[src/rtl/radial_vignetting_correction_assert.svh]
// ------------------------------------------------------------------------
// Vignetting correction assertion macros
// Short forms for the concurrent checks at the end of the top level.
// ------------------------------------------------------------------------
`ifndef RADIAL_VIGNETTING_CORRECTION_ASSERT_SVH
`define RADIAL_VIGNETTING_CORRECTION_ASSERT_SVH

// same-cycle implication, sampled on clk, off during rst
`define RVC_ASSERT_NOW(lbl, ante, cons, msg) \
  lbl: assert property (@(posedge clk) disable iff (rst) (ante) |-> (cons)) \
    else $error(msg);

// next-cycle implication, sampled on clk, off during rst
`define RVC_ASSERT_NEXT(lbl, ante, cons, msg) \
  lbl: assert property (@(posedge clk) disable iff (rst) (ante) |=> (cons)) \
    else $error(msg);

`endif

[src/rtl/rvc_pkg.sv]
// ------------------------------------------------------------------------
// rvc_pkg
// Shared types, widths and register indexes of the vignetting correction.
// ------------------------------------------------------------------------
`default_nettype none

package rvc_pkg;

  // coordinate width default
  localparam int COORD_BITS_DEF = 12;

  // config port
  localparam int CFG_IDX_BITS  = 3;
  localparam int CFG_DATA_BITS = 32;

  localparam logic [CFG_IDX_BITS-1:0] CFG_CENTER_X    = 3'd0;
  localparam logic [CFG_IDX_BITS-1:0] CFG_CENTER_Y    = 3'd1;
  localparam logic [CFG_IDX_BITS-1:0] CFG_INV_DIAG_SQ = 3'd2;
  localparam logic [CFG_IDX_BITS-1:0] CFG_COEF_A      = 3'd3;
  localparam logic [CFG_IDX_BITS-1:0] CFG_COEF_B      = 3'd4;
  localparam logic [CFG_IDX_BITS-1:0] CFG_COEF_C      = 3'd5;

  // datapath widths
  localparam int SAMPLE_BITS = 8;
  localparam int CENTER_BITS = 16;
  localparam int INV_BITS    = 32;
  localparam int COEF_BITS   = 21;
  localparam int R2_BITS     = 18;                      // Q2.16
  localparam int R4_BITS     = 20;
  localparam int R6_BITS     = 22;
  localparam int TA_BITS     = COEF_BITS + R2_BITS + 1;
  localparam int TB_BITS     = COEF_BITS + R4_BITS + 1;
  localparam int TC_BITS     = COEF_BITS + R6_BITS + 1;
  localparam int SAB_BITS    = TB_BITS + 1;
  localparam int GAIN_BITS   = 46;                      // signed Q.32
  localparam int FRAC_BITS   = 32;
  localparam int PROD_BITS   = GAIN_BITS + SAMPLE_BITS + 1;
  localparam int INT_BITS    = PROD_BITS - FRAC_BITS;

  localparam logic [R2_BITS-1:0] R2_MAX = '1;
  localparam logic signed [GAIN_BITS-1:0] ONE_Q32 = GAIN_BITS'(64'h1_0000_0000);

  // pipeline depth per unit
  localparam int RAD_STAGES   = 5;
  localparam int GAIN_STAGES  = 4;
  localparam int APPLY_STAGES = 3;
  localparam int PIPE_STAGES  = RAD_STAGES + GAIN_STAGES + APPLY_STAGES;

  typedef struct packed {
    logic [CENTER_BITS-1:0]        center_x;
    logic [CENTER_BITS-1:0]        center_y;
    logic [INV_BITS-1:0]           inv_diag_sq;
    logic signed [COEF_BITS-1:0]   coef_a;
    logic signed [COEF_BITS-1:0]   coef_b;
    logic signed [COEF_BITS-1:0]   coef_c;
  } cfg_regs_t;

  localparam cfg_regs_t CFG_RESET = '{
    center_x:    16'h8000,
    center_y:    16'h8000,
    inv_diag_sq: 32'h0,
    coef_a:      21'sh0,
    coef_b:      21'sh0,
    coef_c:      21'sh0
  };

endpackage

`default_nettype wire

[src/rtl/rvc_pipe_ctrl.sv]
// ------------------------------------------------------------------------
// rvc_pipe_ctrl
// Valid bits and per-stage load enables; a stage loads when it is empty
// or when the stage after it moves, so bubbles close up under a stall.
// ------------------------------------------------------------------------
`default_nettype none

module rvc_pipe_ctrl #(
  parameter int STAGES = rvc_pkg::PIPE_STAGES
) (
  input  wire logic              clk,
  input  wire logic              rst,
  input  wire logic              in_valid,
  output logic                   in_ready,
  input  wire logic              out_ready,
  output logic [STAGES-1:0]      en,
  output logic [STAGES-1:0]      stage_valid
);

  logic [STAGES-1:0] valid_in;

  // ready chain from the output back to the input
  assign en[STAGES-1] = !stage_valid[STAGES-1] || out_ready;

  for (genvar k = 0; k < STAGES - 1; k++) begin : g_en
    assign en[k] = !stage_valid[k] || en[k+1];
  end

  assign valid_in = {stage_valid[STAGES-2:0], in_valid};
  assign in_ready = en[0];

  // valid bits follow their item
  always_ff @(posedge clk) begin
    if (rst) begin
      stage_valid <= '0;
    end else begin
      for (int k = 0; k < STAGES; k++) begin
        if (en[k]) begin
          stage_valid[k] <= valid_in[k];
        end
      end
    end
  end

endmodule

`default_nettype wire

[config.mk]
export PLATFORM = sky130hd
export DESIGN_NAME = rvc_pipe_ctrl
export DESIGN_NICKNAME = d
export VERILOG_FILES = /design/src/rtl/radial_vignetting_correction_assert.svh /design/src/rtl/rvc_pkg.sv /design/src/rtl/rvc_pipe_ctrl.sv
export SDC_FILE = /design/constraint.sdc
export NUM_CORES = 1
export LEC_CHECK = 0
export ABC_AREA = 1
export BUFFER_PORTS_ARGS = -buffer_cell sky130_fd_sc_hd__buf_4
export CAP_MARGIN = 40
export CORE_AREA = 4 4 41 43
export DETAILED_ROUTE_END_ITERATION = 16
export DIE_AREA = 0 0 45 47
export GPL_ROUTABILITY_DRIVEN = 0
export GPL_TIMING_DRIVEN = 0
export PLACE_DENSITY = 0.7
export SLEW_MARGIN = 30
export SYNTH_ARGS = -nofsm -noshare
export SYNTH_HDL_FRONTEND = slang
export SYNTH_SLANG_ARGS = --single-unit
[constraint.sdc]
create_clock -name clk -period 1.7 [get_ports clk]
set_input_delay 0.17 -clock clk [delete_from_list [all_inputs] [get_ports clk]]
set_output_delay 0.17 -clock clk [all_outputs]
set_load 0.05 [all_outputs]
; Yosys cells after proc, flatten, opt, wreduce, memory -nomap -nowiden
; Index checks and enable logic that the tools add are counted.
[classes]
n_addsub = 0
mul = 0
div_mod_pow = 0
n_lt_le_gt_ge = 0
eq_ne = 0
n_shift = 0
muxes = 0
bitwise = 0
reduce_logical = 24
[op_table]
columns = cell, count
row1 = logical NOT 1 bit, 12
row2 = logical OR 1 bit, 12
[word_totals]
regBits = 12
latch_bits = 0
ramBits = 0
mem_bits_ro = 0
in_bits = 4
elab_cells = 36
n_memories = 0

; Longest topological paths before layout
[logic_depth]
word_depth = 13
ltp_mapped = 7

; Least setup slack after synthesis
; No wires, ideal clock.
[synth_timing]
path_kind = flip-flop to output port
start = register stage_valid[11]
end = output port en[0]
arrival_time_ns = 2.547
required_time_ns = 1.530
setup_slack_ns = -1.017
stages_incl_launch_ff = 7
n_path_buf = 1
cell_sequence = dfxtp_1 > nand4_4 > nor3_4 > nand4_4 > nor2_4 > nand4_2 > buf_4
[synth_via]
elab_chain_cells = 13
[synth_rtl]
columns = element, line
row1 = start: declaration, rvc_pipe_ctrl.sv:17  ; output logic [STAGES-1:0] stage_valid
row2 = start signal: indexed assignment, rvc_pipe_ctrl.sv:39  ; stage_valid[k] <= valid_in[k];
row3 = logical NOT 1 bit, rvc_pipe_ctrl.sv:23  ; assign en[STAGES-1] = !stage_valid[STAGES-1] || out_ready;
row4 = logical OR 1 bit, rvc_pipe_ctrl.sv:23
row5 = logical OR 1 bit (2 in a row), rvc_pipe_ctrl.sv:26  ; assign en[k] = !stage_valid[k] || en[k+1];
row6 = named net en[9], rvc_pipe_ctrl.sv:16  ; output logic [STAGES-1:0] en,
row7 = logical OR 1 bit (5 in a row), rvc_pipe_ctrl.sv:26
row8 = named net en[4], rvc_pipe_ctrl.sv:16
row9 = logical OR 1 bit (4 in a row), rvc_pipe_ctrl.sv:26
row10 = end: declaration, rvc_pipe_ctrl.sv:16
; The timed path passes the listed nets, and every way through them passes these cells.

; Worst setup path in the final report
[layout_timing]
start = register stage_valid[11]
end = output port en[1]
[layout_via]
elab_chain_cells = 12
[layout_rtl]
columns = element, line
row1 = logical NOT 1 bit, rvc_pipe_ctrl.sv:23
row2 = logical OR 1 bit, rvc_pipe_ctrl.sv:23
row3 = logical OR 1 bit (10 in a row), rvc_pipe_ctrl.sv:26
; No other way between the ends.

==> impl_metrics.env <==
export IMPL_root_buffer="clkbuf_4"
export IMPL_fp_row_count=13
export IMPL_worst_slack_ns=-0.0344
export IMPL_netlist_area_leader_share_pct=48.6
export IMPL_min_period_ns=1.73
export IMPL_placement_cell_area_um2=752
export IMPL_ys_types=14
export IMPL_rrSetupSlack_ns=0.23
export IMPL_finalHoldViolCount=0
export IMPL_grt_pass1_vias=471
export IMPL_cp_required_ns=1.53
export IMPL_rr_endpoint="stage_valid[0]$_SDFFE_PP0P_"
export IMPL_cts_buffers=3
export IMPL_total_power_uw=546
export IMPL_setup_viol_count_final=3
export IMPL_finClkSkew_ns=0.000460
export IMPL_wl_um=1260
export IMPL_worst_setup_path_start_kind="flop"
export IMPL_clock_latency_ns=0.26
export IMPL_crit_fanout=3
export IMPL_largest_reg_flops=12
export IMPL_path_class="flop to output port"
export IMPL_synth_area_top_cells="dfxtp_1, inv_1, a21oi_1, nand4_4, nor3_4"
export IMPL_die_w_um=45
export IMPL_slew_violations=0
export IMPL_synth_top_area_cell="dfxtp_1"
export IMPL_grt_total_usage_pct=12.9
export IMPL_syn_inst=55
export IMPL_drt_first_pass_iters=3
export IMPL_synth_area_um2=494
export IMPL_syn_nets=59
export IMPL_fmax_mhz=577
export IMPL_worstHoldPathCells=2
export IMPL_cts_htree_levels=1
export IMPL_max_slew_margin_pct=69.5
export IMPL_boundaryPins=29
export IMPL_ir_drop_uv=303
export IMPL_synth_seq_cells=12
export IMPL_cts_tree="done"
export IMPL_grt_pass1_wl_um=1960
export IMPL_avgViaCountPerCell=4.47
export IMPL_core_area_um2=1300
export IMPL_drv_cap=0
export IMPL_wire_per_inst_um=11.3
export IMPL_avgSynthCellArea_um2=8.99
export IMPL_ant_nets=0
export IMPL_whs_endpoint="stage_valid[11]$_SDFFE_PP0P_"
export IMPL_hold_class="input pin to flop"
export IMPL_clkTransAtPathRegs_ns=0.08
export IMPL_rsz0062_at_grt="true"
export IMPL_fin_crit_sh_pct=102
export IMPL_vias=501
export IMPL_grt_antenna_before_repair=0
export IMPL_arrival_ns=1.56
export IMPL_reg2reg_depth=8
export IMPL_power_density_nw_per_um2=615
export IMPL_worst_pin_slew_ns=0.457
export IMPL_grt_overflow=0
export IMPL_hpwlAfterDp_um=894
export IMPL_io_buffers=28
export IMPL_drive_above_1_share_pct=59.8
export IMPL_ys_seq_area_share_pct=48.6
export IMPL_cts_hold_buf=0
export IMPL_yosysWarningCount=0
export IMPL_hold_path_startpoint="rst"
export IMPL_stdcell_area_um2=888
export IMPL_die_area_um2=2120
export IMPL_static_leakage_power_uw=0.000417
export IMPL_fin_hold_ws_ns=0.0537
export IMPL_grt_start_max_net_pins=11
export IMPL_drt_iter0_markers=2
export IMPL_n_fill_cell=116
export IMPL_die_y_um=47
export IMPL_start_util_pct=38.0
export IMPL_r2r_start="stage_valid[11]$_SDFFE_PP0P_"
export IMPL_diodes=0
export IMPL_top_register="stage_valid"
export IMPL_clock_sinks=12
export IMPL_status="finished with violations"
export IMPL_violations="negative setup slack"
export IMPL_reg_top3="stage_valid: 12 flops"
export IMPL_cts_max_path_buffers=2
export IMPL_fin_nets=102
export IMPL_area_growth_pct=79.7
export IMPL_drcViolationCount=0
export IMPL_end_kind="output port"
export IMPL_dp_slack_ns=0.0399
export IMPL_utilization_pct=68.3
[metrics by stage]
step	instances	TNS [ns]
6_report	112	-0.0820
4_1_cts	111	-0.302
3_3_place_gp	98	0
2_1_floorplan	55	-3.31
5_1_grt	112	-0.425
3_5_place_dp	98	0
[cells by family after synthesis]
family	after synthesis	synth area share (%)
and+or+nand+nor	14	25.1
AOI/OAI and AO/OA	11	11.9
buffers and inverters	18	14.4
DFF	12	48.6
[synth_stat cells, drive strengths merged]
cell / number
dfxtp: 12
a21oi: 11
nand3: 2
nand2: 3
nor2: 5
inv: 16
nand4: 3
nor3: 1
clkbuf: 1
buf: 1
[worst max path at each step]
stage | start | to | slack (ns) | cells after the start
floorplan | stage_valid[10]$_SDFFE_PP0P_ | en[0] | -0.49 | 6
global placement | out_ready | en[0] | 0.04 | 9
detailed placement | out_ready | en[0] | 0.04 | 9
CTS | stage_valid[11]$_SDFFE_PP0P_ | en[0] | -0.09 | 7
global route | stage_valid[11]$_SDFFE_PP0P_ | en[1] | -0.11 | 7
finish | stage_valid[11]$_SDFFE_PP0P_ | en[1] | -0.03 | 7
[repair_timing]
item / 4_1_cts / 5_1_grt
gates resized for setup: 4 / 4
setup buffers: 9 / 1
pin swaps: 3 / 1
endpoints found under the setup margin: 5 / 7
[cell usage in the layout, fill, tap and decap left out, drive strengths merged]
cell	netlist	layout
dfxtp	12	12
nor2	5	5
nor3	1	1
nand4	3	3
clkbuf	1	5
a21oi	11	11
nand2	3	3
inv	16	16
buf	1	39
nand3	2	2
[worst max-delay path: stages (launching register included)]
cell     delay, ns
dfxtp_4       0.36
nand4_4       0.11
nor3_4        0.17
nand4_4       0.12
nor2_4        0.15
buf_4         0.14
nand3_2       0.07
buf_6         0.17
[layer usage]
| layer | global-route usage [%] | wire [um] | vias up |
|---|---|---|---|
| met5 | 0 | 0 | - |
| met4 | 7.02 | 10 | 0 |
| met3 | 3.07 | 95 | 2 |
| met2 | 22.6 | 665 | 18 |
| met1 | 14.5 | 493 | 225 |
| li1 | - | - | 256 |
[cell type report]
| type | instances | area [um^2] | area share (%) |
|---|---|---|---|
| plain buffers | 2 | 15.0 | 1.69 |
| clock buffers | 4 | 36.3 | 4.08 |
| inverters | 16 | 60.1 | 6.76 |
| multi-input cells | 25 | 196 | 22.1 |
| flip-flops and latches | 12 | 254 | 28.6 |
| well taps | 15 | 18.8 | 2.11 |
| repair buffers | 38 | 308 | 34.6 |
[power by group]
group	internal, uW	leakage [uW]	switching, uW
combinational	11.9	0.000295	24.0
clock	130	0.0000210	95.0
sequential	280	0.000101	5.29
total	422	0.000417	124
(Power assumes the default switching activity.)
