<file path="src/rtl/radial_vignetting_correction_assert.svh">
// ------------------------------------------------------------------------
// Vignetting correction assertion macros
// Short forms for the concurrent checks at the end of the top level.
// ------------------------------------------------------------------------
`ifndef RADIAL_VIGNETTING_CORRECTION_ASSERT_SVH
`define RADIAL_VIGNETTING_CORRECTION_ASSERT_SVH

// same-cycle implication, sampled on clk, off during rst
`define RVC_ASSERT_NOW(lbl, ante, cons, msg) \
  lbl: assert property (@(posedge clk) disable iff (rst) (ante) |-> (cons)) \
    else $error(msg);

// next-cycle implication, sampled on clk, off during rst
`define RVC_ASSERT_NEXT(lbl, ante, cons, msg) \
  lbl: assert property (@(posedge clk) disable iff (rst) (ante) |=> (cons)) \
    else $error(msg);

`endif

</file>
<file path="src/rtl/rvc_pkg.sv">
// ------------------------------------------------------------------------
// rvc_pkg
// Shared types, widths and register indexes of the vignetting correction.
// ------------------------------------------------------------------------
`default_nettype none

package rvc_pkg;

  // coordinate width default
  localparam int COORD_BITS_DEF = 12;

  // config port
  localparam int CFG_IDX_BITS  = 3;
  localparam int CFG_DATA_BITS = 32;

  localparam logic [CFG_IDX_BITS-1:0] CFG_CENTER_X    = 3'd0;
  localparam logic [CFG_IDX_BITS-1:0] CFG_CENTER_Y    = 3'd1;
  localparam logic [CFG_IDX_BITS-1:0] CFG_INV_DIAG_SQ = 3'd2;
  localparam logic [CFG_IDX_BITS-1:0] CFG_COEF_A      = 3'd3;
  localparam logic [CFG_IDX_BITS-1:0] CFG_COEF_B      = 3'd4;
  localparam logic [CFG_IDX_BITS-1:0] CFG_COEF_C      = 3'd5;

  // datapath widths
  localparam int SAMPLE_BITS = 8;
  localparam int CENTER_BITS = 16;
  localparam int INV_BITS    = 32;
  localparam int COEF_BITS   = 21;
  localparam int R2_BITS     = 18;                      // Q2.16
  localparam int R4_BITS     = 20;
  localparam int R6_BITS     = 22;
  localparam int TA_BITS     = COEF_BITS + R2_BITS + 1;
  localparam int TB_BITS     = COEF_BITS + R4_BITS + 1;
  localparam int TC_BITS     = COEF_BITS + R6_BITS + 1;
  localparam int SAB_BITS    = TB_BITS + 1;
  localparam int GAIN_BITS   = 46;                      // signed Q.32
  localparam int FRAC_BITS   = 32;
  localparam int PROD_BITS   = GAIN_BITS + SAMPLE_BITS + 1;
  localparam int INT_BITS    = PROD_BITS - FRAC_BITS;

  localparam logic [R2_BITS-1:0] R2_MAX = '1;
  localparam logic signed [GAIN_BITS-1:0] ONE_Q32 = GAIN_BITS'(64'h1_0000_0000);

  // pipeline depth per unit
  localparam int RAD_STAGES   = 5;
  localparam int GAIN_STAGES  = 4;
  localparam int APPLY_STAGES = 3;
  localparam int PIPE_STAGES  = RAD_STAGES + GAIN_STAGES + APPLY_STAGES;

  typedef struct packed {
    logic [CENTER_BITS-1:0]        center_x;
    logic [CENTER_BITS-1:0]        center_y;
    logic [INV_BITS-1:0]           inv_diag_sq;
    logic signed [COEF_BITS-1:0]   coef_a;
    logic signed [COEF_BITS-1:0]   coef_b;
    logic signed [COEF_BITS-1:0]   coef_c;
  } cfg_regs_t;

  localparam cfg_regs_t CFG_RESET = '{
    center_x:    16'h8000,
    center_y:    16'h8000,
    inv_diag_sq: 32'h0,
    coef_a:      21'sh0,
    coef_b:      21'sh0,
    coef_c:      21'sh0
  };

endpackage

`default_nettype wire

</file>
<file path="src/rtl/rvc_radius.sv">
// ------------------------------------------------------------------------
// rvc_radius
// Normalized squared radius: offset, square, sum, scale by the
// reciprocal squared diagonal in two 16-bit halves, clamp below 4.0.
// ------------------------------------------------------------------------
`default_nettype none

module rvc_radius #(
  parameter int COORD_BITS = rvc_pkg::COORD_BITS_DEF
) (
  input  wire logic                               clk,
  input  wire logic [rvc_pkg::RAD_STAGES-1:0]     en,
  input  wire rvc_pkg::cfg_regs_t                 cfg,
  input  wire logic [rvc_pkg::SAMPLE_BITS-1:0]    sample,
  input  wire logic [COORD_BITS-1:0]              column,
  input  wire logic [COORD_BITS-1:0]              row,
  output logic [rvc_pkg::R2_BITS-1:0]             r2,
  output logic [rvc_pkg::SAMPLE_BITS-1:0]         sample_out
);

  localparam int CXW = COORD_BITS + 4;
  localparam int PW  = (CXW > rvc_pkg::CENTER_BITS) ? CXW : rvc_pkg::CENTER_BITS;
  localparam int DW  = PW + 1;
  localparam int SQW = 2 * DW - 1;
  localparam int DSW = 2 * DW;
  localparam int LOW = DSW + 16;

  logic [rvc_pkg::SAMPLE_BITS-1:0] smp [rvc_pkg::RAD_STAGES];

  logic signed [DW-1:0]    dx, dy;
  logic signed [2*DW-1:0]  px, py;
  logic [SQW-1:0]          sqx, sqy;
  logic [DSW-1:0]          dist_sq;
  logic [LOW-1:0]          lo_prod, hi_prod, lo, hi;
  logic [LOW:0]            acc;
  logic [DSW:0]            r2_full;

  // sample rides along
  always_ff @(posedge clk) begin
    if (en[0]) begin
      smp[0] <= sample;
    end
    for (int k = 1; k < rvc_pkg::RAD_STAGES; k++) begin
      if (en[k]) begin
        smp[k] <= smp[k-1];
      end
    end
  end

  // stage 1: offsets from the center in Q.4
  always_ff @(posedge clk) begin
    if (en[0]) begin
      dx <= $signed({{(DW-CXW){1'b0}}, column, 4'b0000})
          - $signed({{(DW-rvc_pkg::CENTER_BITS){1'b0}}, cfg.center_x});
      dy <= $signed({{(DW-CXW){1'b0}}, row, 4'b0000})
          - $signed({{(DW-rvc_pkg::CENTER_BITS){1'b0}}, cfg.center_y});
    end
  end

  // stage 2: squares
  assign px = dx * dx;
  assign py = dy * dy;

  always_ff @(posedge clk) begin
    if (en[1]) begin
      sqx <= px[SQW-1:0];
      sqy <= py[SQW-1:0];
    end
  end

  // stage 3: squared distance, Q.8
  always_ff @(posedge clk) begin
    if (en[2]) begin
      dist_sq <= {1'b0, sqx} + {1'b0, sqy};
    end
  end

  // stage 4: scale, low and high halves of the reciprocal
  assign lo_prod = dist_sq * cfg.inv_diag_sq[15:0];
  assign hi_prod = dist_sq * cfg.inv_diag_sq[31:16];

  always_ff @(posedge clk) begin
    if (en[3]) begin
      lo <= lo_prod;
      hi <= hi_prod;
    end
  end

  // stage 5: merge halves, drop 32 fraction bits, clamp
  assign acc     = {1'b0, hi} + {17'b0, lo[LOW-1:16]};
  assign r2_full = acc[LOW:16];

  always_ff @(posedge clk) begin
    if (en[4]) begin
      if (|r2_full[DSW:rvc_pkg::R2_BITS]) begin
        r2 <= rvc_pkg::R2_MAX;
      end else begin
        r2 <= r2_full[rvc_pkg::R2_BITS-1:0];
      end
    end
  end

  assign sample_out = smp[rvc_pkg::RAD_STAGES-1];

endmodule

`default_nettype wire

</file>
<file path="config.mk">
export PLATFORM = sky130hd
export DESIGN_NAME = rvc_radius
export DESIGN_NICKNAME = d
export VERILOG_FILES = /design/src/rtl/radial_vignetting_correction_assert.svh /design/src/rtl/rvc_pkg.sv /design/src/rtl/rvc_radius.sv
export SDC_FILE = /design/constraint.sdc
export NUM_CORES = 2
export LEC_CHECK = 0
export BUFFER_PORTS_ARGS = -buffer_cell sky130_fd_sc_hd__buf_2
export CAP_MARGIN = 20
export CORE_MARGIN = 10
export CORE_UTILIZATION = 25
export CTS_BUF_LIST = sky130_fd_sc_hd__clkbuf_8
export DETAILED_ROUTE_END_ITERATION = 10
export PLACE_DENSITY = 0.43
export SKIP_LAST_GASP = 1
export SYNTH_ARGS = -nofsm -noshare
export SYNTH_HDL_FRONTEND = slang
export SYNTH_SLANG_ARGS = --single-unit
</file>
<file path="constraint.sdc">
create_clock -name clk -period 9.7 [get_ports clk]
set_clock_uncertainty 0.05 [all_clocks]
set_input_delay 0.97 -clock clk [delete_from_list [all_inputs] [get_ports clk]]
set_output_delay 0.97 -clock clk [all_outputs]
set_load 0.02 [all_outputs]
</file>
Word-level counts from Yosys, hierarchy flattened. Memories as Yosys holds them, arrays and structs flattened. Index checks and enable logic that the tools add are counted.

Add/subtract/negate cells: 4. Multipliers: 4. Muxes and demuxes: 10. Reductions and logical operators: 1.

Operator list (number): $mul 34x16->50 (2); $mul 17x17->33 (2); $add 50x34->51 (1); $add 33x33->34 (1); $sub 16x16->17 (2); $reduce_or 17->1 (1); $mux 1 (10).

Bits in registers: 252. Bits in writable memories: 40. Input bits: 165. Logic and storage cells: 28. Memories: 1.

Memory list: smp (words 5, width 8, read ports 5, clocked after Yosys merged registers in 0, write ports 5, line rvc_radius.sv:28) `logic [rvc_pkg::SAMPLE_BITS-1:0] smp [rvc_pkg::RAD_STAGES];`.

Logic depth before layout (Yosys ltp).
Depth after elaboration: 2. Depth in mapped cells: 27. Mapped depth without buffers: 25.

Least setup slack after synthesis. Ideal clock, no wire load.

Kind: input to register. Start: input port cfg[64] (netlist bit). End: register lo[25], data pin. Library setup time: 0.262 ns. Arrival: 6.956 ns. Data required time: 9.388 ns. Path slack: 2.432 ns. Cell stages on the path: 23. Cell sequence: clkbuf_1 clkbuf_1 nand2_1 fa_1 fa_1 fa_1 inv_1 fa_1 fa_1 inv_1 fa_1 inv_1 ha_1 a211o_1 a2111o_1 a211oi_2 a311oi_2 a211oi_1 o21bai_1 a21o_1 a21o_1 a211oi_1 a21oi_1.

Word-level cells in the longest chain between the ends: 1.

RTL lines: from (decl) (line rvc_radius.sv:13) `input wire rvc_pkg::cfg_regs_t cfg,`; $mul 34x16->50 (line rvc_radius.sv:79) `assign lo_prod = dist_sq * cfg.inv_diag_sq[15:0];`; named net lo_prod[25] (line rvc_radius.sv:34) `logic [LOW-1:0] lo_prod, hi_prod, lo, hi;`; to (signal assigned) (line rvc_radius.sv:84) `lo <= lo_prod;`; to (decl) (line rvc_radius.sv:34).

The timed path passes the listed nets, and every way through them passes these cells. A chain may end at the register's enable or synchronous reset.

Final worst setup path.
Start: register dist_sq[5]. End: register hi[48], data pin.

Word-level cells in the longest chain between the ends: 1.

RTL lines: from (decl) (line rvc_radius.sv:33) `logic [DSW-1:0] dist_sq;`; from (signal assigned) (line rvc_radius.sv:74) `dist_sq <= {1'b0, sqx} + {1'b0, sqy};`; $mul 34x16->50 (line rvc_radius.sv:80) `assign hi_prod = dist_sq * cfg.inv_diag_sq[31:16];`; named net hi_prod[48] (line rvc_radius.sv:34); to (signal assigned) (line rvc_radius.sv:85) `hi <= hi_prod;`; to (decl) (line rvc_radius.sv:34).

The timed path passes the listed nets, and every way through them passes these cells.

==> qor.txt <==
gp weighted congestion: 0.789
number of remaining DRC errors: 0
Worst-Skew Late Latency: 0.77 ns
chip height: 530 um
Rows: 187
synth cell count leaders: 1,651 x inv_1, 1,424 x fa_1, 872 x nand2_1, 580 x and2_1, 496 x ha_1
largest net degree at the start of global routing: 63
CTS tree: yes
CP Capture Type: flip-flop
TritonCTS Buffers: 54
ys async rst share: 0%
f_max: 0.127 GHz
post-CTS sizing: 0
Routed wire per std cell: 17.0 um
Worst Hold Class: input port to flip-flop
Placement Cell Area: 69,400 um^2
startpoint class of the critical path: flip-flop
core area: 259,000 um^2
share of cells above drive strength 1: 4.69%
syn nets: 8,858
Synth Register Bits: 274
Post-Synth XOR/XNOR Area: 2.88%
CP max FO: 22
Starting DRT DRC Count: 1,941
hold_buf cts: 0
Worst path slowest cell: edfxtp_1
Setup TNS: 0 ns
max-cap violations: 0
dpl hpwl: 139,000 um
Worst-path clk slew: 0.06 ns
EDFF count, synth: 274
GR Overflow Total: 0
sequential share of the synthesized area: 12.7%
prevailing post-synth register cell: edfxtp_1
nets@finish: 8,845
Root Driver: clkbuf_8
Initial Utilization: 25.1%
Worst EP arrival: 8.34 ns
Pins Over Slew Limit: 0
endpoints failing hold: 0
most frequent cell after synthesis: inv_1
DR vias/cell: 4.32
status: finished, final reports clean
initial antenna violation count: 5
antenna-violating nets left: 0
mapped cell area: 65,000 um^2
Required @ worst endpoint: 10.14 ns
RSZ-0062 raised after global routing: no
I/O Buffers: 127
Fillers: 27,700
Tcrit/Tclk final: 81.4%
Adder-Cell Fraction of Synth Area: 53.4%
Final Cell Area: 70,500 um^2
Compound-Gate Fraction of Synth Area: 5.91%
Gate Count Post-Synth: 6,773
Synth top area share: 43.9%
CP dominant cell by count: fa_1
Top delay family on crit path: adder cells
CTS max path bufs: 3
vias: 44,100
first-pass GRT wire length: 282,000 um
mux share of post-synthesis cell area: 0.0963%
Setup-failing EPs final: 0
Layout area overhead: 8.51%
yosys warns: 0
simple-gate area share of the yosys netlist: 13.8%
CTS H-Tree Depth: 2
Avg Synthesized Cell Area: 9.60 um^2
leading post-synthesis cells by cell area: fa_1 44%, edfxtp_1 13%, ha_1 9.5%, inv_1 9.5%, and2_1 5.6%
synth unique cells: 88
largest family of logic cells by synthesized area: adder cells
headroom to the max-slew limit: 25.8%
leading area contributor after synthesis: fa_1
postcts setup bufs: 0
num ports: 191
die area: 281,000 um^2
path type of the worst setup path: flip-flop to flip-flop
GRT Overall Usage: 12.6%
Chip Width: 530 um
crit path time final: 7.90 ns
vias in the first global route: 49,800
First-pass DRT Iterations: 7
DRT Wirelength: 174,000 um
ordered cell list for the critical path: buf_4, and2_1, fa_1, inv_1, fa_1, fa_1, fa_1, inv_1, fa_1, fa_1, ha_1, a21o_1, a21oi_1, o21ai_0, o211ai_1, a2111oi_0, o41a_1, a41o_1, a211oi_1, o21ai_0, xor2_1
# clock sinks: 274
worst path bufs/invs: 3
Worst Max-Slew Pin Slew: 1.11 ns
CP max stage delay: 0.83 ns
## sequential cells by signal, summed over array words and instances (netlist names)
name / cells
sqy: 32
sqx: 32
dist_sq: 34
hi: 50
smp: 40
lo: 34
dx: 17
r2: 18
dy: 17
## layer usage
metal  track usage, %  vias to the layer above  share of wire (%)
li1                 -                    20300                  -
met1             17.0                    23000                 46
met2             21.9                      690                 49
met3             1.33                      183                3.2
met4             2.31                        2                1.7
met5                0                        -             0.0075
## worst reg2reg max path, stage by stage (launching register included)
cell,delay [ns]
edfxtp_1,0.83
buf_4,0.49
and2_1,0.23
fa_1,0.41
inv_1,0.08
fa_1,0.44
fa_1,0.50
fa_1,0.56
inv_1,0.05
fa_1,0.51
fa_1,0.43
ha_1,0.36
a21o_1,0.18
a21oi_1,0.18
o21ai_0,0.10
o211ai_1,0.30
a2111oi_0,0.26
o41a_1,0.54
a41o_1,0.34
a211oi_1,0.39
o21ai_0,0.21
xor2_1,0.17
## metrics by stage
step | worst slack [ns] | std cells | hold slack (ns) | util [%]
3_5_place_dp | 1.16 | 10100 | 0.355 | 26.8
2_1_floorplan | 2.43 | 6773 | 0.350 | -
4_1_cts | 1.74 | 10200 | 0.208 | 27.2
5_1_grt | 1.43 | 10200 | 0.250 | 27.2
3_3_place_gp | 1.13 | 10100 | 0.351 | 26.8
6_report | 1.80 | 10200 | 0.337 | 27.2
## layout make-up
type / instances / area, um^2 / share of cell area (%)
Tap cell: 3402 / 4260 / 6.04
Multi-Input combinational cell: 4569 / 49500 / 70.2
Timing Repair Buffer: 210 / 1280 / 1.82
Antenna cell: 4 / 10.0 / 0.0142
Sequential cell: 274 / 8230 / 11.7
Clock buffer: 54 / 743 / 1.05
Inverter: 1651 / 6200 / 8.79
Clock inverter: 46 / 333 / 0.472
## cell usage in the layout (no fill, tap or decap), types with 7 or more instances in the layout
master / instances
a211o_1: 7
a211oi_1: 22
a21boi_0: 13
a21o_1: 103
a21oi_1: 160
a31oi_1: 24
and2_1: 580
and3_1: 23
and4_1: 10
buf_2: 125
buf_4: 83
clkbuf_8: 55
clkinv_1: 14
clkinv_2: 7
edfxtp_1: 274
fa_1: 1424
ha_1: 496
inv_1: 1663
nand2_1: 872
nand2b_1: 25
nand3_1: 35
nand4_1: 28
nor2_1: 162
nor2b_1: 32
nor3_1: 34
nor4_1: 9
o211ai_1: 7
o21a_1: 36
o21ai_0: 91
o21ai_1: 12
o21bai_1: 22
o31ai_1: 9
or2_2: 7
xnor2_1: 155
xor2_1: 59
## logic make-up (layout without fill, tap and decap cells)
logic type / count (synthesis) / count (layout)
buffers and inverters: 1930 / 1961
and+or+nand+nor: 1849 / 1849
adders and majority gates: 1920 / 1920
other: 0 / 4
AOI/OAI and AO/OA: 580 / 580
xor gates and xnor gates: 214 / 214
DFF: 274 / 274
muxes: 6 / 6
## worst paths after layout
check,depth (start not counted),slack (ns),endpoint,from
worst max-delay path,21,1.80,hi[48]$_DFFE_PP_,dist_sq[5]$_DFFE_PP_
worst max register to register,21,1.80,hi[48]$_DFFE_PP_,dist_sq[5]$_DFFE_PP_
worst min-delay path,1,0.34,smp[0][2]$_DFFE_PP_,sample[2]
worst min register to register,0,0.36,smp[0][37]$_DFFE_PP_,smp[0][29]$_DFFE_PP_
Power is left out: the tool's default activity adds up to more than one toggle a clock period on the data nets, which glitch-free logic cannot reach.
