===== src/rtl/radial_vignetting_correction_assert.svh =====
// ------------------------------------------------------------------------
// Vignetting correction assertion macros
// Short forms for the concurrent checks at the end of the top level.
// ------------------------------------------------------------------------
`ifndef RADIAL_VIGNETTING_CORRECTION_ASSERT_SVH
`define RADIAL_VIGNETTING_CORRECTION_ASSERT_SVH

// same-cycle implication, sampled on clk, off during rst
`define RVC_ASSERT_NOW(lbl, ante, cons, msg) \
  lbl: assert property (@(posedge clk) disable iff (rst) (ante) |-> (cons)) \
    else $error(msg);

// next-cycle implication, sampled on clk, off during rst
`define RVC_ASSERT_NEXT(lbl, ante, cons, msg) \
  lbl: assert property (@(posedge clk) disable iff (rst) (ante) |=> (cons)) \
    else $error(msg);

`endif


===== src/rtl/rvc_pkg.sv =====
// ------------------------------------------------------------------------
// rvc_pkg
// Shared types, widths and register indexes of the vignetting correction.
// ------------------------------------------------------------------------
`default_nettype none

package rvc_pkg;

  // coordinate width default
  localparam int COORD_BITS_DEF = 12;

  // config port
  localparam int CFG_IDX_BITS  = 3;
  localparam int CFG_DATA_BITS = 32;

  localparam logic [CFG_IDX_BITS-1:0] CFG_CENTER_X    = 3'd0;
  localparam logic [CFG_IDX_BITS-1:0] CFG_CENTER_Y    = 3'd1;
  localparam logic [CFG_IDX_BITS-1:0] CFG_INV_DIAG_SQ = 3'd2;
  localparam logic [CFG_IDX_BITS-1:0] CFG_COEF_A      = 3'd3;
  localparam logic [CFG_IDX_BITS-1:0] CFG_COEF_B      = 3'd4;
  localparam logic [CFG_IDX_BITS-1:0] CFG_COEF_C      = 3'd5;

  // datapath widths
  localparam int SAMPLE_BITS = 8;
  localparam int CENTER_BITS = 16;
  localparam int INV_BITS    = 32;
  localparam int COEF_BITS   = 21;
  localparam int R2_BITS     = 18;                      // Q2.16
  localparam int R4_BITS     = 20;
  localparam int R6_BITS     = 22;
  localparam int TA_BITS     = COEF_BITS + R2_BITS + 1;
  localparam int TB_BITS     = COEF_BITS + R4_BITS + 1;
  localparam int TC_BITS     = COEF_BITS + R6_BITS + 1;
  localparam int SAB_BITS    = TB_BITS + 1;
  localparam int GAIN_BITS   = 46;                      // signed Q.32
  localparam int FRAC_BITS   = 32;
  localparam int PROD_BITS   = GAIN_BITS + SAMPLE_BITS + 1;
  localparam int INT_BITS    = PROD_BITS - FRAC_BITS;

  localparam logic [R2_BITS-1:0] R2_MAX = '1;
  localparam logic signed [GAIN_BITS-1:0] ONE_Q32 = GAIN_BITS'(64'h1_0000_0000);

  // pipeline depth per unit
  localparam int RAD_STAGES   = 5;
  localparam int GAIN_STAGES  = 4;
  localparam int APPLY_STAGES = 3;
  localparam int PIPE_STAGES  = RAD_STAGES + GAIN_STAGES + APPLY_STAGES;

  typedef struct packed {
    logic [CENTER_BITS-1:0]        center_x;
    logic [CENTER_BITS-1:0]        center_y;
    logic [INV_BITS-1:0]           inv_diag_sq;
    logic signed [COEF_BITS-1:0]   coef_a;
    logic signed [COEF_BITS-1:0]   coef_b;
    logic signed [COEF_BITS-1:0]   coef_c;
  } cfg_regs_t;

  localparam cfg_regs_t CFG_RESET = '{
    center_x:    16'h8000,
    center_y:    16'h8000,
    inv_diag_sq: 32'h0,
    coef_a:      21'sh0,
    coef_b:      21'sh0,
    coef_c:      21'sh0
  };

endpackage

`default_nettype wire


===== src/rtl/rvc_apply.sv =====
// ------------------------------------------------------------------------
// rvc_apply
// Sample times gain, round to nearest with ties to even, saturate to
// 0..255 and flag a clamp.
// ------------------------------------------------------------------------
`default_nettype none

module rvc_apply (
  input  wire logic                                clk,
  input  wire logic [rvc_pkg::APPLY_STAGES-1:0]    en,
  input  wire logic [rvc_pkg::SAMPLE_BITS-1:0]     sample,
  input  wire logic signed [rvc_pkg::GAIN_BITS-1:0] gain,
  output logic [rvc_pkg::SAMPLE_BITS-1:0]          corrected,
  output logic                                     clamped
);

  localparam int PB = rvc_pkg::PROD_BITS;
  localparam int FB = rvc_pkg::FRAC_BITS;
  localparam int IB = rvc_pkg::INT_BITS;

  logic signed [PB-1:0] prod_c, prod;
  logic [PB-1:0]        mag;
  logic                 neg;
  logic [IB-1:0]        q;
  logic                 rup;
  logic [IB:0]          rq;

  // stage 1: product in Q.32
  assign prod_c = $signed({1'b0, sample}) * gain;

  always_ff @(posedge clk) begin
    if (en[0]) begin
      prod <= prod_c;
    end
  end

  // stage 2: magnitude, integer part and round-up decision
  assign mag = prod[PB-1] ? $unsigned(-prod) : $unsigned(prod);

  always_ff @(posedge clk) begin
    if (en[1]) begin
      neg <= prod[PB-1];
      q   <= mag[PB-1:FB];
      rup <= mag[FB-1] && ((|mag[FB-2:0]) || mag[FB]);
    end
  end

  // stage 3: increment and saturate
  assign rq = {1'b0, q} + {{IB{1'b0}}, rup};

  always_ff @(posedge clk) begin
    if (en[2]) begin
      if (neg) begin
        corrected <= '0;
        clamped   <= |rq;
      end else if (|rq[IB:rvc_pkg::SAMPLE_BITS]) begin
        corrected <= '1;
        clamped   <= 1'b1;
      end else begin
        corrected <= rq[rvc_pkg::SAMPLE_BITS-1:0];
        clamped   <= 1'b0;
      end
    end
  end

endmodule

`default_nettype wire

===== config.mk =====
export PLATFORM = sky130hd
export DESIGN_NAME = rvc_apply
export DESIGN_NICKNAME = d
export VERILOG_FILES = /design/src/rtl/radial_vignetting_correction_assert.svh /design/src/rtl/rvc_pkg.sv /design/src/rtl/rvc_apply.sv
export SDC_FILE = /design/constraint.sdc
export NUM_CORES = 1
export LEC_CHECK = 0
export BUFFER_PORTS_ARGS = -buffer_cell sky130_fd_sc_hd__buf_4
export CAP_MARGIN = 0
export CORE_MARGIN = 1.5
export CORE_UTILIZATION = 45
export CTS_CLUSTER_SIZE = 16
export DETAILED_ROUTE_END_ITERATION = 16
export GPL_TIMING_DRIVEN = 0
export PLACE_DENSITY = 0.63
export REMOVE_ABC_BUFFERS = 1
export SLEW_MARGIN = 0
export SYNTH_ARGS = -nofsm -noshare
export SYNTH_HDL_FRONTEND = slang
export SYNTH_SLANG_ARGS = --single-unit

===== constraint.sdc =====
create_clock -name clk -period 4.9 [get_ports clk]
set_clock_uncertainty 0.05 [all_clocks]
set_input_delay 0 -clock clk [delete_from_list [all_inputs] [get_ports clk]]
set_output_delay 0 -clock clk [all_outputs]
set_load 0.05 [all_outputs]

* Word level (Yosys, flattened, before mapping)
Index checks and enable logic that the tools add are counted.
** Cells by class
- Add/subtract/negate cells :: 2
- Multipliers :: 1
- Divide/modulo/power cells :: 0
- $lt $le $gt $ge :: 0
- Eq/ne operators :: 0
- Shift-type cells :: 0
- Muxes and demuxes :: 4
- Bitwise gates (word level) :: 0
- Reduce and logical (&&, ||, !) cells :: 5
** Operators by type and width (count)
- $mul 9x46->55 :: 1
- $neg 55->55 :: 1
- $mux 54 :: 1
- $reduce_or 31->1 :: 1
- $add 23x1->24 :: 1
- $reduce_or 24->1 :: 1
- $reduce_or 16->1 :: 1
- $mux 8 :: 1
- $mux 1 :: 2
- $logic_and 1x1->1 :: 1
- $logic_or 1x1->1 :: 1
** Word-level totals
- Register bits after elaboration :: 89
- Latch bits :: 0
- Bits in writable memories :: 0
- ROM bits :: 0
- Output and inout port bits :: 9
- Memories :: 0

* Longest topological paths before layout
Gate-level depths: netlist of run 1.
- Depth in word-level cells :: 5
- Depth in mapped cells :: 21

* Worst setup path before layout of run 1
OpenSTA, ideal clock, no wires.
- Path type :: input -> register
- Start point :: in sample[0] (netlist name)
- End point :: reg prod[54], data pin
- Data arrival time :: 5.012 ns
- Path slack :: -0.426 ns
- Stages :: 20
- Path buffers :: 2
- Cells stage by stage :: clkbuf_1 -> clkbuf_1 -> nand2_1 -> fa_1 -> inv_1 -> fa_1 -> fa_1 -> inv_1 -> fa_1 -> inv_1 -> ha_1 -> a21oi_1 -> o21ai_0 -> o32ai_1 -> a31oi_4 -> a21o_1 -> a41o_4 -> a221oi_4 -> o31ai_1 -> xnor2_1
** On the way
- Word-level cells in the longest chain between the ends :: 1
** Ends and longest elaborated chain
- start: declaration :: RTL line rvc_apply.sv:11 : input wire logic [rvc_pkg::SAMPLE_BITS-1:0] sample,
- $mul 9x46->55 :: RTL line rvc_apply.sv:29 : assign prod_c = $signed({1'b0, sample}) * gain;
- via prod_c[54] :: RTL line rvc_apply.sv:21 : logic signed [PB-1:0] prod_c, prod;
- end signal: assignment :: RTL line rvc_apply.sv:33 : prod <= prod_c;
- end: declaration :: RTL line rvc_apply.sv:21
The timed path passes the listed nets, and every way through them passes these cells.
A chain may end at the register's enable or synchronous reset.

* Worst setup path after layout of run 1
- Start point :: in sample[2] (netlist name)
- End point :: reg prod[54], data pin
Same word-level chain as after synthesis.

==> results of run 1 <==
-- layout make-up --
cell class                 instances  area (sq um)
multi-input combinational       1244         12200
clock buffer                       9           225
tap                              461           577
inverter                         390          1460
timing repair buffer              84           891
clock inverter                     7          81.3
sequential                        89          2670
fill                            3328         17500
-- layer usage --
layer,vias to the layer above,track usage [%],share of wire (%)
met2,192,32.2,47
met4,0,2.95,1.5
met3,31,1.62,3.9
met1,5880,26.8,47
met5,-,0,0
li1,5599,-,-
-- registers in the layout (all words and copies together), names as in the netlist --
name,flops
clamped,1
corrected,8
neg,1
prod,55
q,23
rup,1
-- report_power, final --
group	internal (mW)	switching, mW
registers	1.63	0.262
clock network	0.363	0.320
logic	3.53	4.52
-- metrics by stage --
stage               hold WS, ns  worst slack [ns]  setup TNS, ns  util [%]  total power, mW
finish                   0.0138             0.147              0      50.9             10.6
global route             0.0131           -0.0174        -0.0174      50.9             11.8
CTS                     0.00750         -0.000774      -0.000774      50.0             10.2
global placement          0.237            -0.871         -12.36      48.2             9.14
detailed placement        0.249            -0.912         -13.42      48.2             9.26
floorplan                0.0625             0.130              0         -             7.64
-- how the worst max path moves through the flow --
stage | startpoint | endpoint | slack [ns] | cells after the start
after floorplan | gain[14] | prod[54]$_DFFE_PP_ | 0.13 | 18
after global placement | sample[0] | prod[54]$_DFFE_PP_ | -0.87 | 19
after detailed placement | sample[0] | prod[54]$_DFFE_PP_ | -0.91 | 19
after CTS | sample[5] | prod[54]$_DFFE_PP_ | -0.0008 | 18
after global routing | sample[2] | prod[54]$_DFFE_PP_ | -0.02 | 17
final | sample[2] | prod[54]$_DFFE_PP_ | 0.15 | 17
-- critical path, delay by kind of cell --
family,cells,cell delay (ns)
xor gates and xnor gates,1,0.14
AOI/OAI and AO/OA,8,1.94
buffers and inverters,2,0.21
and+or+nand+nor,1,0.10
adders and majority gates,5,2.37
-- cell usage in the layout (no fill, tap or decap), drive strengths merged, types with 3 or more instances in the layout --
| cell type | count |
|---|---|
| o211ai | 5 |
| edfxtp | 89 |
| o31ai | 6 |
| ha | 112 |
| buf | 76 |
| and3 | 7 |
| xnor2 | 59 |
| nand4 | 15 |
| bufbuf | 3 |
| o21bai | 10 |
| inv | 393 |
| xor2 | 23 |
| a21oi | 69 |
| clkbuf | 12 |
| and4 | 4 |
| nor3 | 14 |
| a221oi | 3 |
| nor2b | 3 |
| fa | 282 |
| nand3 | 17 |
| clkinv | 4 |
| a21boi | 3 |
| nor4 | 13 |
| nand2 | 244 |
| and2 | 186 |
| o21ai | 35 |
| nor2 | 37 |
| or3 | 6 |
| a21o | 37 |
| a211oi | 7 |
| or4 | 4 |
| o21a | 6 |
| a31oi | 13 |
-- what timing repair did --
action / in CTS / in global routing
endpoints found under the setup margin: 17 / 12
hold buffers: 2 / 0
endpoints found under the hold margin: 10 / 0
pin swaps: 6 / 17
gates resized for setup: 36 / 44
setup buffers: 3 / 7
gates cloned: 3 / 3
-- cell families after synthesis --
| group | after synthesis |
|---|---|
| buffers and inverters | 449 |
| flip-flops | 89 |
| AO/OA/AOI/OAI | 211 |
| multiplexers | 1 |
| adder cells (fa/ha/maj) | 394 |
| XOR/XNOR | 82 |
| AND/OR/NAND/NOR | 556 |
==> impl_metrics.toml, run 1 <==
[synthesis]
synth_top_area_cell = "fa_1"
synthXorXnorAreaFrac_pct = 4.40
synth_enable_flop_cells = 89
yosysMostFrequentCell = "inv_1"
netlist_top_cells_count = "inv_1 (389), fa_1 (282), nand2_1 (244), and2_1 (186), ha_1 (112)"
synth.area.top_cells = "fa_1 (35%), edfxtp_1 (16%), inv_1 (8.9%)"
synth-compound-area-share_pct = 8.62
synthSimpleGateAreaFrac_pct = 17.1
synth_top_area_share_pct = 34.5
synth_ff_type = "edfxtp_1"
synthArstFlopShare_pct = 0
avgSynthCellArea_sq_um = 9.17
ys_seq_area_share_pct = 16.4
synth_fa_ha_area_share_pct = 43.1
synthesis.area_sq_um = 16300
ys_warn_count = 0
synth_seq_cells = 89
synth_top_family_by_area = "adder cells"
synth_cell_types = 64
synth_mux_area_share_pct = 0.0613
synthCells = 1782

[timing]
slew_headroom_pct = 51.0
setup_viol = 0
period_minus_slack_ns = 4.75
hold_viol = 0
drv_slew = 0
fin_crit_sh_pct = 97.0
fmax_mhz = 210
worst_pin_slew_ns = 0.735

[cts]
htreeDepth = 3
clockBufferDepth = 2
cts_tree = "built"
cts_sinks = 89
numCtsBuffers = 9
path_clk_slew_ns = 0.07
cts_root_buf = "clkbuf_16"
clk-insertion-delay-late_ns = 0.34

[critical_path]
slowest_stage = "fa_1"
timing.rr.start = "q[0]$_DFFE_PP_"
critPathKind = "in2reg"
end_kind = "flip-flop"
cp_cell_sequence = "buf_16 > nand2_1 > fa_1 > inv_1 > fa_1 > fa_1 > fa_1 > ha_4 > a21o_4 > a221oi_4 > o21a_4 > a31oi_4 > a21o_1 > a41o_4 > a221oi_4 > o31ai_2 > xnor2_1"
start_kind = "primary input"
crit_top_cell = "fa_1"
required_ns = 4.94
reg2reg_slack_ns = 1.76
worstPathArrival_ns = 4.79
r2r_cells = 9
worst-path-max-fanout = 23
slowest_delay_ns = 0.61
r2r-end = "corrected[6]$_SDFFCE_PP0P_"

[pwr]
p_per_area_nw_per_um2 = 585
p_leak_nw = 8.89
ir_worst_vdd_mv = 0.296

[finish]
final_cells = 2284
fin_nets = 2270
area_growth_pct = 11.1
diodes = 0
drive_gt1_share_pct = 8.72
stdcell_area_sq_um = 18200

[die]
fp.dieArea_sq_um = 37500
fp.coreArea_sq_um = 35700
start_util_pct = 45.8
die_w_um = 194
rows = 69
pin_count = 67
die_h_um = 194

[grt]
grt_remaining_overflow = 0
grt_max_degree = 56
antenna_found_initial = 3
grt_pass1_vias = 12300
grt_pass1_wl_mm = 59.1
grt_usage_pct = 18.9

[route]
firstDrtPassIters = 13
vias_per_cell = 5.12
ant_nets = 0
routedWlPerCell_um = 15.3
drt-total-wl_mm = 34.9
route.detailed.drc = 3
dr.first_iter.drc_count = 468
vias = 11700

[hold_path]
hp-class = "in2reg"
hp-start = "en[1]"
hold_path_end = "q[22]$_SDFFCE_PN0P_"
hold_path_depth = 1

[flow_run]
maxCapViolCount = 0

[outcome]
violations = "design-rule violations"
status = "finished with violations"

[placement]
portBuffers = 66
dpl.cell_count = 2250
placed_area_sq_um = 17200
gp_congestion = 0.852
dpl.hpwl_mm = 26.6
Power figures use the tool's default switching activity.
==> run 2, diff against run 1 <==
- GPL_TIMING_DRIVEN: 0 -> default
==> run 2 against run 1 <==
Against the previous run:
- the run still ends with design-rule violations left
- critical path depth rose by 3
- wire length fell by 2.0%
- final area rose by 5.6%
- combinational power rose by 12%
- sequential cell count did not move
- count of clock-buffer cells in the layout did not move
- via count rose by 2.9%
- critical path type unchanged
- highest routed layer unchanged
==> impl_metrics.toml, run 2 (synthesized netlist as in run 1, its figures left out) <==
[pwr]
seq_power_share_pct = 16.4
p_per_area_nw_per_um2 = 603
ir_worst_vdd_mv = 0.304
p_leak_nw = 9.66
internal-power_mw = 6.27
power_mw = 11.6
combPwrFrac_pct = 77.8
power_switching_mw = 5.30
clkPwrFrac_pct = 5.9
swShare_pct = 45.8

[timing]
worst_pin_slew_ns = 0.713
slew_headroom_pct = 52.5
fmax_mhz = 212
fin_crit_sh_pct = 96.2
drv_slew = 0
setup_viol = 0
setup_tns_ns = 0
setup_ws_ns = 0.187
hold-worst-slack_ns = 0.0192
period_minus_slack_ns = 4.71
hold_viol = 0

[die]
start_util_pct = 45.8
die_h_um = 194
fp.coreArea_sq_um = 35700
die_w_um = 194
pin_count = 67
rows = 69
fp.dieArea_sq_um = 37500

[finish]
largest_reg_flops = 55
diodes = 0
top_register = "prod"
stdcell_area_sq_um = 19200
fillers = 3281
fin_nets = 2430
reg_top3 = "prod (55), q (23), corrected (8)"
final_common_cell = "inv_1"
drive_gt1_share_pct = 15.4
area_growth_pct = 17.4
layout_common_cells = "inv_1 (389), fa_1 (278), nand2_1 (244)"

[critical_path]
worstPathArrival_ns = 4.74
slowest_delay_ns = 0.54
required_ns = 4.93
critPathKind = "in2reg"
cp_cell_sequence = "buf_8 > buf_12 > nand2_1 > fa_1 > inv_1 > fa_1 > fa_1 > inv_1 > fa_1 > inv_1 > ha_1 > nand2_1 > or4_4 > a21oi_4 > o21bai_2 > a21oi_2 > a41oi_2 > o311ai_2 > a21oi_1 > xnor2_1"
reg2reg_slack_ns = 1.75
r2r-end = "corrected[3]$_SDFFCE_PP0P_"
crit_top_cell = "fa_1"
slowest_stage = "fa_1"
timing.rr.start = "q[0]$_DFFE_PP_"
end_kind = "flip-flop"
worst-path-max-fanout = 9
r2r_cells = 9
start_kind = "primary input"

[placement]
dpl_worst_slack_ns = -0.420
placed_area_sq_um = 18500
dpl.hpwl_mm = 29.3
portBuffers = 66
gp_congestion = 0.834

[flow_run]
maxCapViolCount = 0

[hold_path]
hold_path_depth = 1
hold_path_end = "q[20]$_DFFE_PP_"
hp-start = "en[1]"
hp-class = "in2reg"

[route]
routedWlPerCell_um = 14.0
firstDrtPassIters = 10
vias = 12000
drt-total-wl_mm = 34.2
ant_nets = 0
vias_per_cell = 4.93
dr.first_iter.drc_count = 474
route.detailed.drc = 3

[cts]
cts_tree = "built"
cts_sinks = 89
clk-insertion-delay-late_ns = 0.34
cts_root_buf = "clkbuf_16"
numCtsBuffers = 9
htreeDepth = 3
clockBufferDepth = 2
path_clk_slew_ns = 0.07

[grt]
grt_pass1_vias = 12900
grt_pass1_wl_mm = 60.7
grt_remaining_overflow = 0
grt_usage_pct = 19.1
grt_max_degree = 56
antenna_found_initial = 0

[outcome]
status = "finished with violations"
violations = "design-rule violations"
[run 2: changes by cell type in the layout (fill, tap and decap cells not counted), sizes merged]
| cell | delta |
|---|---|
| clkbuf | -1 |
| buf | +165 |
| clkinv | -1 |
| dlygate4sd3 | -1 |
| bufbuf | -3 |
| inv | +1 |
[run 2: cell type report]
cell class	instances	area, sq um	area share [%]
Inverter	390	1460	7.63
Clock buffer	9	225	1.17
Tap cell	461	577	3.01
Multi-Input combinational cell	1244	12100	63.2
Sequential cell	89	2670	13.9
Clock inverter	7	81.3	0.424
Timing Repair Buffer	244	2040	10.6
[run 2: power by group through the flow]
stage	combinational, mW	clock [mW]	sequential (mW)
CTS	8.84	0.695	1.90
global route	10.2	0.722	1.95
floorplan	5.76	0	1.88
global placement	8.67	0	1.89
finish	9.00	0.679	1.89
detailed placement	8.77	0	1.91
[run 2: what timing repair did]
item                                    4_1_cts  5_1_grt
resized for setup                             2       46
setup buffers                                 0        9
pin swaps                                     0       22
gates cloned                                  0        2
hold buffers                                  1        0
hold endpoints to repair                      9        0
endpoints found under the setup margin        5       17
[run 2: worst max-delay path, delay by kind of cell]
| family | cells | cell delay (ns) |
|---|---|---|
| buf+inv | 5 | 0.43 |
| simple gates | 3 | 0.72 |
| compound gates | 6 | 1.01 |
| fa+ha+maj | 5 | 2.42 |
| xor+xnor | 1 | 0.14 |
[run 2: layer usage]
layer / GRT usage (%) / vias to the layer above / part of all wire, %
li1: - / 5920 / -
met1: 26.1 / 5939 / 48
met2: 34.2 / 161 / 49
met3: 0.959 / 24 / 2.6
met4: 3.12 / 0 / 0.78
met5: 0 / - / 0
[run 2: how the worst max path moves through the flow]
| stage | depth (start not counted) | startpoint | to | slack (ns) |
|---|---|---|---|---|
| after floorplan | 18 | gain[14] | prod[54]$_DFFE_PP_ | 0.13 |
| after global placement | 19 | sample[2] | prod[51]$_DFFE_PP_ | -0.34 |
| after detailed placement | 19 | sample[2] | prod[51]$_DFFE_PP_ | -0.42 |
| after CTS | 20 | sample[0] | prod[47]$_DFFE_PP_ | 0.02 |
| after global routing | 22 | sample[1] | prod[53]$_DFFE_PP_ | -0.03 |
| final | 20 | sample[1] | prod[51]$_DFFE_PP_ | 0.19 |
[run 2: per-stage QoR]
| stage | utilization, % | std cells |
|---|---|---|
| 2_1_floorplan | - | 1723 |
| 3_3_place_gp | 51.9 | 2416 |
| 3_5_place_dp | 51.9 | 2416 |
| 4_1_cts | 52.9 | 2433 |
| 5_1_grt | 53.8 | 2444 |
| 6_report | 53.8 | 2444 |
==> run 3, diff against run 2 <==
- CORE_MARGIN: 1.5 -> 8
- CORE_UTILIZATION: 45 -> 59
- PLACE_DENSITY: 0.63 -> 0.79
- SETUP_SLACK_MARGIN: default -> 0.2
==> run 3 against run 2 <==
Against the previous run:
- the flow now finishes without violations
- worst setup slack improved by 0.058 ns
- sequential power about the same
- register-to-register slack improved by 0.13 ns
- wire length increased by 4.6%
- sequential cell count unchanged
- core utilization increased by 16 points
- first-iteration DRC count increased by 43%
- critical path type unchanged
- highest routed layer unchanged
==> impl_metrics.toml, run 3 (synthesized netlist as in run 1, its figures left out) <==
[critical_path]
critPathKind = "in2reg"
end_kind = "flip-flop"
required_ns = 4.93
slowest_stage = "a221oi_1"
start_kind = "primary input"
path_buf_inv = 4
cp_top_family = "adder cells"
cp_cell_sequence = "buf_12 > buf_12 > buf_6 > nand2_4 > fa_1 > inv_2 > fa_1 > fa_1 > fa_1 > ha_4 > a21o_1 > a221oi_1 > a21oi_4 > o21bai_4 > a21oi_2 > a41oi_2 > nor2b_4 > o21ai_1 > xor2_1"
timing.rr.start = "q[0]$_DFFE_PP_"
slowest_delay_ns = 0.62
r2r-end = "corrected[0]$_SDFFCE_PP0P_"
r2r_cells = 10
cp.depth = 19
worstPathArrival_ns = 4.69
worst-path-max-fanout = 7
crit_top_cell = "fa_1"
reg2reg_slack_ns = 1.88

[cts]
cts_tree = "built"
htreeDepth = 3
clk-insertion-delay-late_ns = 0.34
clockBufferDepth = 2
path_clk_slew_ns = 0.06
numCtsBuffers = 9
cts_sinks = 89
cts_root_buf = "clkbuf_16"

[placement]
dpl.hpwl_mm = 28.9
gp_congestion = 0.893
placed_area_sq_um = 18400
portBuffers = 66

[finish]
drive_gt1_share_pct = 17.6
fin_nets = 2426
reg_top3 = "prod (55), q (23), corrected (8)"
top_register = "prod"
diodes = 0
stdcell_area_sq_um = 19400
multi_input_area_sq_um = 12400
layout_common_cells = "inv_1 (382), fa_1 (276), nand2_1 (226)"
fillers = 1983
final_common_cell = "inv_1"
fin_util_pct = 70.3
area_growth_pct = 18.5
ff_latch_area_sq_um = 2670
largest_reg_flops = 55

[route]
vias = 12500
route.detailed.drc = 0
firstDrtPassIters = 5
ant_nets = 0
dr.first_iter.drc_count = 676
vias_per_cell = 5.28
drt-total-wl_mm = 35.8
routedWlPerCell_um = 15.2

[die]
fp.coreArea_sq_um = 27600
die_h_um = 182
pin_count = 67
start_util_pct = 59.3
die_w_um = 182
rows = 61
fp.dieArea_sq_um = 33300

[grt]
grt_usage_pct = 21.2
grt_pass1_wl_mm = 59.8
gr-usage-met2_pct = 38.1
grt_remaining_overflow = 0
grt_use_met1_pct = 27.8
gr-usage-met3_pct = 1.47
grt_pass1_vias = 13300
grt_max_degree = 56
grt.busiest_layer = "met2"
antenna_found_initial = 0

[hold_path]
hp-start = "en[1]"
hp-class = "in2reg"
hold_path_end = "q[20]$_DFFE_PP_"
hold_path_depth = 1

[timing]
slew_headroom_pct = 51.9
setup_viol = 0
period_minus_slack_ns = 4.66
worst_pin_slew_ns = 0.721
drv_slew = 0
fin_crit_sh_pct = 95.0
hold_viol = 0
rsz0062_at_grt = "true"
fmax_mhz = 215

[flow_run]
maxCapViolCount = 0

[pwr]
ir_worst_vdd_mv = 0.356
p_per_area_nw_per_um2 = 625
p_leak_nw = 9.67

[outcome]
status = "complete, no violations"
## run 3: metal layers
metal / share of wire (%) / vias to the layer above
met5: 0 / -
met4: 1.9 / 0
met3: 3.4 / 64
met2: 51 / 300
met1: 44 / 6168
li1: - / 5922
## run 3: cell type report
type / count / share of cell area (%)
inverter: 390 / 7.56
sequential: 89 / 13.8
clock inverter: 7 / 0.420
tap: 378 / 2.44
timing repair buffer: 240 / 10.6
clock buffer: 9 / 1.16
multi-input combinational: 1244 / 64.0
## run 3: report_power, final
part	switching [mW]	internal, mW
Sequential	0.269	1.63
Combinational	5.03	4.49
Clock	0.288	0.404
Total	5.59	6.52
## run 3: worst max path at each step
stage / start / end / slack [ns]
after floorplan: gain[14] / prod[54]$_DFFE_PP_ / 0.13
after global placement: sample[1] / prod[52]$_DFFE_PP_ / -0.26
after detailed placement: sample[2] / prod[54]$_DFFE_PP_ / -0.39
after global routing: sample[0] / prod[47]$_DFFE_PP_ / 0.09
after CTS: sample[0] / prod[54]$_DFFE_PP_ / 0.17
final: sample[0] / prod[47]$_DFFE_PP_ / 0.24
## run 3: stage by stage
stage / TNS, ns / setup slack (ns) / cells / power [mW] / hold WS [ns]
3_3_place_gp: -2.48 / -0.256 / 2326 / 10.2 / 0.233
4_1_cts: 0 / 0.170 / 2343 / 11.3 / 0.0133
2_1_floorplan: 0 / 0.130 / 1723 / 7.64 / 0.0625
5_1_grt: 0 / 0.0867 / 2357 / 13.3 / 0.0277
6_report: 0 / 0.245 / 2357 / 12.1 / 0.0150
3_5_place_dp: -4.11 / -0.392 / 2326 / 10.5 / 0.244
## run 3: timing repair
item	CTS	global route
pin swaps	9	73
gates resized for setup	24	89
hold buffers	1	0
endpoints found under the hold margin	9	0
setup endpoints to repair	13	19
setup buffers	0	11
gates cloned	0	3
